===== config.mk =====
export PLATFORM = sky130hd
export DESIGN_NAME = v3n_sqsum
export DESIGN_NICKNAME = d
export VERILOG_FILES = /design/src/v3n_pkg.sv /design/src/v3n_sqsum.sv
export SDC_FILE = /design/constraint.sdc
export NUM_CORES = 2
export LEC_CHECK = 0
export ABC_AREA = 1
export BUFFER_PORTS_ARGS = -buffer_cell sky130_fd_sc_hd__buf_2
export CORE_UTILIZATION = 25
export CTS_CLUSTER_DIAMETER = 80
export CTS_CLUSTER_SIZE = 10
export DETAILED_ROUTE_END_ITERATION = 8
export SLEW_MARGIN = 20
export SYNTH_ARGS = -nofsm -noshare
export SYNTH_HDL_FRONTEND = slang
export SYNTH_SLANG_ARGS = --single-unit

===== constraint.sdc =====
create_clock -name clock -period 7.1 [get_ports clock]
set_clock_uncertainty 0.1 [all_clocks]
set_input_delay 0.71 -clock clock [delete_from_list [all_inputs] [get_ports clock]]
set_output_delay 0.71 -clock clock [all_outputs]
set_load 0.02 [all_outputs]

===== src/v3n_pkg.sv =====
// Package for the 3-D vector normalizer: widths, pipeline depths and shared types.
// Used by every module in src; depends on nothing.
`default_nettype none
package v3n_pkg;
   localparam int CompWidth = 24;
   localparam int UnitFrac  = CompWidth - 2;
   localparam int MagWidth  = CompWidth;
   localparam int SumWidth  = 2 * CompWidth + 2;
   localparam int SqrtSteps = MagWidth;
   localparam int DivSteps  = UnitFrac + 2;
   localparam int QuotWidth = UnitFrac + 2;
   localparam int DivNum    = CompWidth + UnitFrac;

   typedef logic signed [CompWidth-1:0] comp_type;
   typedef logic [MagWidth-1:0] mag_type;

   typedef struct packed {
      logic             valid;
      logic [2:0]       neg;
      logic [CompWidth-1:0] ax;
      logic [CompWidth-1:0] ay;
      logic [CompWidth-1:0] az;
   } abs_type;
endpackage
`default_nettype wire


===== src/v3n_sqsum.sv =====
// Squares the component magnitudes and adds them; three register stages.
// Depends on v3n_pkg.
`default_nettype none
module v3n_sqsum (
   input  wire logic                       clock,
   input  wire logic                       reset,
   input  wire logic                       in_valid,
   input  wire v3n_pkg::comp_type          in_x,
   input  wire v3n_pkg::comp_type          in_y,
   input  wire v3n_pkg::comp_type          in_z,
   output v3n_pkg::abs_type                out_abs,
   output logic [v3n_pkg::SumWidth-1:0]    out_sum
);
   import v3n_pkg::*;

   abs_type a_ff, a_in, b_ff;
   logic [2*CompWidth-1:0] sq_ff [3];
   logic [SumWidth-1:0] sum_ff;

   function automatic logic [CompWidth-1:0] mag_of(input comp_type v);
      mag_of = v[CompWidth-1] ? CompWidth'(-v) : CompWidth'(v);
   endfunction

   always_comb begin
      a_in.valid = in_valid;
      a_in.neg   = {in_z[CompWidth-1], in_y[CompWidth-1], in_x[CompWidth-1]};
      a_in.ax    = mag_of(in_x);
      a_in.ay    = mag_of(in_y);
      a_in.az    = mag_of(in_z);
   end

   always_ff @(posedge clock) begin
      sq_ff[0] <= a_ff.ax * a_ff.ax;
      sq_ff[1] <= a_ff.ay * a_ff.ay;
      sq_ff[2] <= a_ff.az * a_ff.az;
      sum_ff <= SumWidth'(sq_ff[0]) + SumWidth'(sq_ff[1]) + SumWidth'(sq_ff[2]);
      if (reset) begin
         a_ff <= '0;
         b_ff <= '0;
      end else begin
         a_ff <= a_in;
         b_ff <= a_ff;
      end
   end

   abs_type c_ff;
   always_ff @(posedge clock) begin
      if (reset) c_ff <= '0;
      else c_ff <= b_ff;
   end

   assign out_abs = c_ff;
   assign out_sum = sum_ff;
endmodule
`default_nettype wire


== After elaboration in Yosys (flattened, before gate mapping) ==
Memory sizes are Yosys's and may differ from the RTL's.
Index checks and enable logic that the tools add are counted.
W data, S select, Z words.
Storage, ports and cells
  memories kept: 1
  register bits: 278
  memory bits (writable): 144
Operators by class
  multiply operators: 3
  add/subtract/negate cells: 5
  reductions and logical operators: 3
  bitwise operators: 3
  multiplexer cells: 3
Memory list
  sq_ff: depth 3, bits a word 48, read ports 3, clocked after memory_dff 0, wr ports 3, line v3n_sqsum.sv:17  | logic [2*CompWidth-1:0] sq_ff [3];
Operators by type and width (number)
  $mul A24 B24 Y48: 3
  $neg A24 Y24: 3
  $mux W23: 3
  $add A49 B48 Y50: 1
  $add A48 B48 Y49: 1
  $reduce_or A2 Y1: 3
  $not A1 Y1: 3

== Longest topological paths before layout ==
An unclocked memory read counts as a cell.
  depth after elaboration: 3
  depth in mapped cells: 30

== Worst setup path before layout ==
OpenSTA, ideal clock, no wires.
  kind: reg-to-reg
  from: register a_ff[2] in the netlist's numbering
  to: memory sq_ff[0][138] in the netlist's numbering
  path buffers: 1
  arrival: 5.791 ns
  cell stages (with the launch flop): 27
  setup slack: 1.097 ns
  clock period less this slack: 6.003 ns
  setup time: 0.112 ns
  cells stage by stage: dfxtp_1 clkbuf_1 nand2_1 fa_1 inv_1 fa_1 inv_1 fa_1 inv_1 fa_1 inv_1 fa_1 inv_1 fa_1 inv_1 fa_1 inv_1 ha_1 nand2_1 nor2_1 nand2_1 nor2_1 nand2_1 nand3_2 nand2_1 nand3_1 nand2_1
RTL lines
  start, declared: line v3n_sqsum.sv:16  | abs_type a_ff, a_in, b_ff;
  start signal, assigned: line v3n_sqsum.sv:41  | a_ff <= a_in;
  end, declared: line v3n_sqsum.sv:17

==> impl_metrics.ini <==
[clock_tree]
cts_made_buffers = 60
clkTransAtPathRegs_ns = 0.06
cts.path.max_buffers = 3
cts_setup_buffers = 0
cts.sinks = 419
clkLatencyLatePin_ns = 0.74
root_buffer = clkbuf_16
h-tree-depth = 2
cts_tree = done

[power_and_ir_drop]
vdd.ir_drop.worst_mv = 0.3717
p_per_area_nw_per_um2 = 411.7
p_leak_nw = 45.46

[place]
place_area_um2 = 75220
hpwlAfterDp_um = 162600
place.gp.congestion = 0.9459
placedCellCount = 12920
numPortBuffers = 200
dp_slack_ns = 0.3701

[critical_path]
r2r_slack_ns = 0.29
r2r-end = sq_ff[0][117]
cp-endpoint = sq_ff[0][117]
r2r-start = a_ff[8]
start_kind = flip-flop
path_cells = buf_4 -> inv_1 -> fa_1 -> inv_1 -> fa_1 -> inv_1 -> fa_1 -> inv_1 -> fa_1 -> inv_1 -> fa_1 -> inv_1 -> fa_1 -> inv_1 -> fa_1 -> inv_1 -> ha_1 -> nand2_1 -> inv_1 -> nand2_1 -> nor2_1 -> nand4_1 -> nand3_1 -> xor2_1
critical_path.slowest_cell = dfxtp_1
cp_max_fo = 14
cp_common_cell = inv_1
critical_path_required_ns = 7.62
arrival_ns = 7.33
rr_worst_depth = 24
slowest_delay_ns = 0.89
worstSetupPathType = flip-flop to flip-flop
worstSetupStartpoint = a_ff[8]
end_kind = flip-flop

[timing]
report.final.slew_viol_count = 0
slew_headroom_pct = 37.21
fmax_mhz = 146.9
period_needed_ns = 6.810
fin_crit_sh_pct = 95.91
finalHoldViolations = 0
setup_ws_ns = 0.2905
fin_setup_tns_ns = 0
worst_pin_slew_ns = 0.9406
hold_ws_ns = 0.09730
rsz0062_at_grt = false
setup_viol = 0

[finish]
nNetsFinal = 11250
final_cell_mix = inv_1 (2964), nand2_1 (2290), fa_1 (1314), ha_1 (579), nor2_1 (541)
syn_to_final_growth_pct = 10.92
final_cell_area_um2 = 76990
layout-drive-gt1-share_pct = 5.515
final_common_cell = inv_1
fin_cells = 13010

[floorplan]
fp-row-count = 193
die_h_um = 528.9
ios = 201
start_util_pct = 25.12
die_w_um = 528.9
die_area_um2 = 279700
core_area_um2 = 276300

[logic_synthesis]
synth_seq_cells = 419
synth_compound_area_share_pct = 2.344
synth_fa_ha_area_share_pct = 48.34
syn_avg_cell_area_um2 = 7.632
synth_cell_types = 41
synth_top_family_by_area = adder cells
synth_cells = 9094
yosys.area_share.xor_xnor_pct = 1.805
ys_warn_count = 0
syn_area_um2 = 69410
synth-seq-area-share_pct = 12.09
muxShareOfSynthArea_pct = 0
synth_simple_gate_area_share_pct = 18.32

[job]
maxCapViolCount = 0

[route]
drt_pass1_iterations = 6
via_per_inst = 4.024
wl_um = 186400
initialDrtViolationCount = 2857
vias = 52360
ant_nets = 0
wl_per_cell_um = 14.32
drc = 0

[run_status]
run_status = completed

[worst_hold_path]
min_path_type = input port to flip-flop

[grt]
grt_usage_pct = 13.78
gr-total-overflow = 0
grt_max_degree = 63
first_global_vias = 54710
grt_pass1_wl_um = 301000
antenna_found_initial = 11
[logic make-up after synthesis]
family / after synthesis
adders and majority gates: 1893
xor gates and xnor gates: 143
AOI/OAI and AO/OA: 296
DFF: 419
other: 1
buffers and inverters: 3157
and+or+nand+nor: 3185
[metrics by stage]
step / utilization (%) / power (mW)
2_1_floorplan: - / 20.28
3_3_place_gp: 27.23 / 29.02
3_5_place_dp: 27.23 / 29.05
4_1_cts: 27.86 / 32.08
5_1_grt: 27.87 / 35.29
6_report: 27.87 / 31.70
[registers in the layout (all words and copies together) (netlist names)]
| name | cells |
|---|---|
| out_abs | 76 |
| out_sum | 50 |
| sq_ff | 141 |
| a_ff | 76 |
| b_ff | 76 |
[routing by layer]
layer,track usage (%),part of all wire (%)
met5,0,0.0070
met4,4.885,3.5
met3,1.648,4.3
met2,22.90,46
met1,18.33,46
[where the power goes]
group	internal, mW	leakage, nW	switching, mW
registers	3.18	3.48	0.654
clock network	1.57	0.842	1.21
logic	8.01	41.1	17.1
[what timing repair did]
action | in CTS | in global routing
hold buffers | 1 | 0
setup endpoints to repair | 0 | 2
gates resized for setup | 0 | 1
endpoints found under the hold margin | 1 | 0
[final cells by class]
class,count,area (um^2)
clock buffers,64,1526
clock inverters,21,214.0
well taps,3705,4636
flip-flops and latches,419,8389
inverters,2969,11140
fillers,30180,199300
multi-input cells,5520,49160
diodes,5,12.51
repair buffers,309,1907
[synthesized netlist by cell type (all sizes together)]
cell	n	area, um^2
inv	2967	11140
nand2	2313	8745
fa	1314	26310
nor2	592	2360
ha	579	7244
dfxtp	419	8388
nand3	188	1061
a21oi	183	915.9
clkbuf	172	645.6
xor2	102	893.4
o21ai	69	382.9
xnor2	41	359.1
nand4	33	206.5
nor3	30	160.2
o21bai	28	210.2
buf	16	80.08
a31oi	12	75.07
or2	12	75.07
and2	9	56.30
nor4	4	25.02
clkinv	2	7.510
nand2b	2	12.51
nand3b	2	15.01
o31ai	2	28.78
conb	1	3.750
o21a	1	7.510
o22ai	1	6.260
[worst max-delay path: cells and delay by family, from the launching register on]
family,cells,cell delay [ns]
adder cells (fa/ha/maj),8,3.82
flip-flops,1,0.89
buffers and inverters,10,0.87
AND/OR/NAND/NOR,5,0.76
XOR/XNOR,1,0.27
[how the worst min path moves through the flow]
| stage | depth (start not counted) | to | startpoint | slack, ns |
|---|---|---|---|---|
| finish | 2 | a_ff[51] | in_x[3] | 0.1 |
| global placement | 2 | out_abs[26] | b_ff[26] | 0.29 |
| floorplan | 0 | sq_ff[0][0] | a_ff[48] | 0.23 |
| global route | 2 | a_ff[27] | in_y[3] | 0.04 |
| CTS | 2 | a_ff[27] | in_y[3] | 0.009 |
| detailed placement | 2 | out_abs[24] | b_ff[24] | 0.29 |
Power figures use the tool's default switching activity.
