[config.mk]
export PLATFORM = sky130hd
export DESIGN_NAME = v3n_sqrt
export DESIGN_NICKNAME = d
export VERILOG_FILES = /design/src/v3n_pkg.sv /design/src/v3n_sqrt.sv
export SDC_FILE = /design/constraint.sdc
export NUM_CORES = 2
export LEC_CHECK = 0
export BUFFER_PORTS_ARGS = -buffer_cell sky130_fd_sc_hd__buf_2
export CORE_MARGIN = 2
export CORE_UTILIZATION = 57
export CTS_CLUSTER_SIZE = 14
export DETAILED_ROUTE_END_ITERATION = 7
export PLACE_DENSITY = 0.74
export SYNTH_ARGS = -nofsm -noshare
export SYNTH_HDL_FRONTEND = slang
export SYNTH_SLANG_ARGS = --single-unit
[constraint.sdc]
create_clock -name clock -period 5.75 [get_ports clock]
set_input_delay 0.8625 -clock clock [delete_from_list [all_inputs] [get_ports clock]]
set_output_delay 0.8625 -clock clock [all_outputs]
set_load 0.05 [all_outputs]
[src/v3n_pkg.sv]
// Package for the 3-D vector normalizer: widths, pipeline depths and shared types.
// Used by every module in src; depends on nothing.
`default_nettype none
package v3n_pkg;
   localparam int CompWidth = 24;
   localparam int UnitFrac  = CompWidth - 2;
   localparam int MagWidth  = CompWidth;
   localparam int SumWidth  = 2 * CompWidth + 2;
   localparam int SqrtSteps = MagWidth;
   localparam int DivSteps  = UnitFrac + 2;
   localparam int QuotWidth = UnitFrac + 2;
   localparam int DivNum    = CompWidth + UnitFrac;

   typedef logic signed [CompWidth-1:0] comp_type;
   typedef logic [MagWidth-1:0] mag_type;

   typedef struct packed {
      logic             valid;
      logic [2:0]       neg;
      logic [CompWidth-1:0] ax;
      logic [CompWidth-1:0] ay;
      logic [CompWidth-1:0] az;
   } abs_type;
endpackage
`default_nettype wire

[src/v3n_sqrt.sv]
// Pipelined restoring square root, one result bit per stage.
// Depends on v3n_pkg; carries the component magnitudes alongside.
`default_nettype none
module v3n_sqrt (
   input  wire logic                    clock,
   input  wire logic                    reset,
   input  wire v3n_pkg::abs_type        in_abs,
   input  wire logic [v3n_pkg::SumWidth-1:0] in_sum,
   output v3n_pkg::abs_type             out_abs,
   output v3n_pkg::mag_type             out_mag
);
   import v3n_pkg::*;

   abs_type              abs_ff  [SqrtSteps+1];
   logic [SumWidth-1:0]  rem_ff  [SqrtSteps+1];
   logic [MagWidth-1:0]  root_ff [SqrtSteps+1];

   always_comb begin
      abs_ff[0]  = in_abs;
      rem_ff[0]  = in_sum;
      root_ff[0] = '0;
   end

   // Stage k decides root bit MagWidth-1-k against a trial of 4*root+1 at that weight.
   for (genvar k = 0; k < SqrtSteps; k++) begin : g_step
      localparam int Sh = 2 * (MagWidth - 1 - k);
      logic [SumWidth-1:0] trial;
      logic [SumWidth-1:0] part;
      always_comb begin
         part  = rem_ff[k] >> Sh;
         trial = (SumWidth'(root_ff[k]) << 2) | SumWidth'(1);
      end
      always_ff @(posedge clock) begin
         if (reset) abs_ff[k+1] <= '0;
         else abs_ff[k+1] <= abs_ff[k];
         if (part >= trial) begin
            rem_ff[k+1]  <= rem_ff[k] - (trial << Sh);
            root_ff[k+1] <= {root_ff[k][MagWidth-2:0], 1'b1};
         end else begin
            rem_ff[k+1]  <= rem_ff[k];
            root_ff[k+1] <= {root_ff[k][MagWidth-2:0], 1'b0};
         end
      end
   end

   assign out_abs = abs_ff[SqrtSteps];
   assign out_mag = root_ff[SqrtSteps];
endmodule
`default_nettype wire

# Word level (Yosys, flattened, before mapping)
# Cells that the tools add are included.
dict set report word_totals {
  regBits 3274
  output_inout_bits 100
  elab_cells 261
}
dict set report op_classes {
  addsub 23
  n_lt_le_gt_ge 24
  n_mux 47
}
# op count
set op_table {}
lappend op_table {{$mux W50} 23}
lappend op_table {{$ge A50 B25 Y1} 1}
lappend op_table {{$sub A50 B26 Y50} 1}
lappend op_table {{$sub A50 B27 Y50} 1}
lappend op_table {{$sub A50 B28 Y50} 1}
lappend op_table {{$sub A50 B29 Y50} 1}
lappend op_table {{$sub A50 B30 Y50} 1}
lappend op_table {{$sub A50 B31 Y50} 1}
lappend op_table {{$sub A50 B32 Y50} 1}
lappend op_table {{$sub A50 B33 Y50} 1}
lappend op_table {{$sub A50 B34 Y50} 1}
lappend op_table {{$sub A50 B35 Y50} 1}
lappend op_table {{$sub A50 B36 Y50} 1}
lappend op_table {{$sub A50 B37 Y50} 1}
lappend op_table {{$sub A50 B38 Y50} 1}
lappend op_table {{$sub A50 B39 Y50} 1}
lappend op_table {{$sub A50 B40 Y50} 1}
lappend op_table {{$sub A50 B41 Y50} 1}
lappend op_table {{$sub A50 B42 Y50} 1}
lappend op_table {{$sub A50 B43 Y50} 1}
lappend op_table {{$sub A50 B44 Y50} 1}
lappend op_table {{$sub A50 B45 Y50} 1}
lappend op_table {{$sub A50 B46 Y50} 1}
lappend op_table {{$sub A50 B47 Y50} 1}
lappend op_table {{25 further kinds} 48}

# Depth between registers and ports, before layout
dict set report logic_depth {
  depth_word 2
  mapped_depth 14
  depth_no_buf 12
}

# Least setup slack after synthesis
# Ideal clock, no wire load.
dict set report synth_timing {
  path_type {register to register}
  startpoint {reg root_ff, in the netlist g_step[9].trial[10]}
  endpoint {reg rem_ff, in the netlist g_step[10].part[10]}
  setup_ps 133
  arrival_ps 3082
  t_required_ps 5617
  slack_ps 2535
  stages_incl_launch_ff 15
  path_buffers 3
  synth_period_minus_slack_ps 3215
  cell_sequence {dfxtp_1 > inv_1 > ha_1 > nor2_1 > nand2_1 > or3_1 > or3_1 > or3_1 > or4_1 > clkbuf_1 > a211o_1 > clkbuf_1 > buf_1 > nor2_1 > a21oi_1}
}
dict set report synth_via {
  elab_chain_len 2
}
# element line_no
set synth_lines {}
lappend synth_lines {{from (decl)} v3n_sqrt.sv:16} ;# logic [MagWidth-1:0] root_ff [SqrtSteps+1];
lappend synth_lines {{from (signal, indexed assignment)} v3n_sqrt.sv:38} ;# root_ff[k+1] <= {root_ff[k][MagWidth-2:0], 1'b1};
lappend synth_lines {{from (signal, indexed assignment)} v3n_sqrt.sv:41} ;# root_ff[k+1] <= {root_ff[k][MagWidth-2:0], 1'b0};
lappend synth_lines {{$ge A22 B11 Y1} v3n_sqrt.sv:36} ;# if (part >= trial) begin
lappend synth_lines {{$mux W50} v3n_sqrt.sv:36}
lappend synth_lines {{to (signal, indexed assignment)} v3n_sqrt.sv:37} ;# rem_ff[k+1] <= rem_ff[k] - (trial << Sh);
lappend synth_lines {{to (signal, indexed assignment)} v3n_sqrt.sv:40} ;# rem_ff[k+1] <= rem_ff[k];
lappend synth_lines {{to (decl)} v3n_sqrt.sv:15} ;# logic [SumWidth-1:0] rem_ff [SqrtSteps+1];
# Every way passes these cells.
# A chain may end at the register's enable or synchronous reset.

# Worst setup path after layout
dict set report layout_timing {
  startpoint {reg root_ff, in the netlist g_step[14].trial[3]}
  endpoint {reg rem_ff, in the netlist g_step[15].part[32]}
}
dict set report layout_via {
  elab_chain_len 2
  elab_cells_between_ends 3
}
# element line_no
set layout_lines {}
lappend layout_lines {{$sub A50 B34 Y50 / $ge A32 B16 Y1 (equally long branches)} {v3n_sqrt.sv:37, v3n_sqrt.sv:36}}
lappend layout_lines {{$mux W50 (*)} v3n_sqrt.sv:36}
# Mark *: on every way between the ends. The rest lies on a longest branch, timed or not.

==> results.cfg <==
[global_routing]
grt_pass1_wl_mm = 287
grt_max_degree = 218
grt_pass1_vias = 56200
antenna_found_initial = 17
grt_usage = 0.190
grt.overflow.total = 0

[cts]
cts_tree = done
cts_resized = 0
htreeDepth = 5
clk_pin_slew_ps = 60
clkLatencyLatePin_ps = 940
clock_sinks = 3274
cts_made_buffers = 324
post_cts_buffers = 0
cts_root_buffer = clkbuf_16
cts_buffer_depth = 4

[critical_path]
critPathKind = reg -> reg
start_kind = register
cp_max_fo = 20
endpoint_kind = register
crit_arrival_ps = 4640
required_ps = 6520

[routing]
drt_pass1_iterations = 6
remaining_drc_errors = 0
viasPerCell = 4.82
drtAntennaViolNets = 0
drtIter0Drc = 3253
num_vias = 57800
wl_mm = 176
avgRoutedWirePerCell_um = 14.7

[timing]
slew_violations = 0
clock_skew_ps = 56.9
rsz0062_at_grt = false
final-hold-violation-count = 0
relSlewSlack = 0.205
fin_crit_ps = 3870
finalSetupViolCount = 0
setup_tns_ps = 0
max_slew.worst_pin.slew_ps = 1190
fmax_mhz = 258
min_period_over_period = 0.674

[floorplanning]
fp.dieH_um = 428
rows = 155
fp.dieArea_mm2 = 0.183
start_util = 0.574
die_x_um = 428
core_area_mm2 = 0.179
ios = 228

[logic_synthesis]
syn-num-nets = 9631
ys_async_sr_fraction = 0
ys.flop_type = dfxtp_1
synth_edf_count = 0
synth.distinct_cells = 84
synth_top_area_cell = dfxtp_1
yosys_warnings = 0
synth.avg_cell_area_um2 = 11.2
synth.cell_area_mm2 = 0.103
netlist.area_leader.share = 0.639
yosysSeqAreaShare = 0.639
ys_top_cells_by_area = dfxtp_1 (64%), nor2b_1 (11%), ha_1 (3.9%)
syn_inst = 9181
synth_seq_cells = 3274

[placed_design]
portBuffers = 227
place_congestion = 0.925
dpl.cell_count = 11400
dpl.hpwl_mm = 121

[power_and_ir_drop]
peakVddDrop_uv = 323
power.leakage_nw = 50.3
finalPower_w = 0.0529
p_per_area_mw_per_mm2 = 457

[final_layout]
synthToLayoutAreaGrowth_pct = 13.0
layout-drive-gt1-share = 0.0849
final_cells = 12000
nets = 9879
utilization = 0.649

[outcome]
status = finished clean

[run]
cap_violations = 0

[min_path]
hold_path_class = in -> reg
[cells by family (layout without fill, tap and decap cells)]
kind of cell,after synthesis,after routing,synth area share
and+or+nand+nor,3307,3307,0.184
DFF,3274,3274,0.639
AOI/OAI and AO/OA,960,960,0.0583
buffers and inverters,769,1226,0.0312
xor gates and xnor gates,504,504,0.0431
adders and majority gates,322,322,0.0393
muxes,45,45,0.00482
other,0,4,0
[registers in the layout, indices dropped and copies added, names as in the netlist]
| name | count |
|---|---|
| abs_ff | 1748 |
| g_step.part | 644 |
| g_step.trial | 276 |
| out_abs | 76 |
| out_mag | 24 |
| rem_ff | 506 |
[final cells by class]
class | instances | area (µm²)
diodes | 4 | 10.0
clock buffers | 447 | 9130
clock inverters | 88 | 1060
fillers | 13600 | 62800
inverters | 397 | 1490
multi-input cells | 5138 | 33800
flip-flops and latches | 3274 | 65500
well taps | 2355 | 2950
repair buffers | 294 | 1830
[layer usage]
layer,vias to the layer above,share of wire,track usage
met5,-,0,0
met4,0,0.030,0.0686
met3,361,0.050,0.0348
met2,1234,0.43,0.297
met1,26100,0.49,0.265
li1,30100,-,-
[through the flow]
stage | setup WS [ps] | area [µm²] | hold WS [ps]
after floorplan | 2530 | 103000 | 310
after detailed placement | 1880 | 105000 | 312
after CTS | 1830 | 116000 | 0.926
final | 1880 | 116000 | 69.2
after global placement | 1920 | 105000 | 309
after global routing | 1530 | 116000 | 18.9
[report_power, final]
| group | internal [W] | total [W] | switching, W | leakage (nW) |
|---|---|---|---|---|
| combinational | 0.00277 | 0.00608 | 0.00331 | 18.4 |
| clock | 0.0120 | 0.0200 | 0.00804 | 5.02 |
| sequential | 0.0249 | 0.0268 | 0.00185 | 26.9 |
| total | 0.0397 | 0.0529 | 0.0132 | 50.3 |
[cell usage in the layout, fill, tap and decap left out, drive strengths merged, types with 250 or more instances in the layout]
cell type	instances
o21ai	250
buf	257
nand2	360
clkbuf	447
xnor2	280
a21oi	298
ha	322
nor2b	1875
nor2	359
dfxtp	3274
inv	404
[critical path: stages, from the launching register on]
cell and delay, ps:
dfxtp_1 510, inv_1 80, ha_1 360, o21a_1 180
o31ai_1 120, a21oi_1 220, nor4_1 110, nor3b_1 270
or3_1 570, buf_4 360, nand3_1 190, or4b_2 650
xnor2_1 150
[worst paths after layout]
check | slack [ps] | depth (start not counted) | start | to
worst max-delay path | 1880 | 12 | g_step[14].trial[3]$_DFF_P_ | g_step[15].part[32]$_DFF_P_
worst min register to register | 290 | 0 | rem_ff[1073]$_DFF_P_ | rem_ff[1023]$_DFF_P_
worst min-delay path | 70 | 1 | in_sum[19] | rem_ff[1169]$_DFF_P_
worst max register to register | 1880 | 12 | g_step[14].trial[3]$_DFF_P_ | g_step[15].part[32]$_DFF_P_
[cells in the mapped netlist (all sizes together), types with 14 or more instances]
master and n:
dfxtp 3274, nor2b 1875, inv 396, nand2 360, nor2 359, ha 322
a21oi 298, xnor2 280, clkbuf 278, o21ai 250, xor2 224, nor3 126
a21o 106, nand3 105, buf 94, nor4 82, nand2b 76, o21a 73
or3 62, nand4 58, or4 40, mux2 35, and3 32, o31ai 31
a211oi 29, nand3b 27, or2 25, a31oi 20, nor3b 20, and2 19
a21boi 17, o21bai 14
[timing repair]
item / in CTS / in global routing
setup endpoints to repair: 0 / 0
hold buffers: 37 / 0
endpoints found under the hold margin: 37 / 0
No activity file was read; power rests on OpenSTA's default activity.
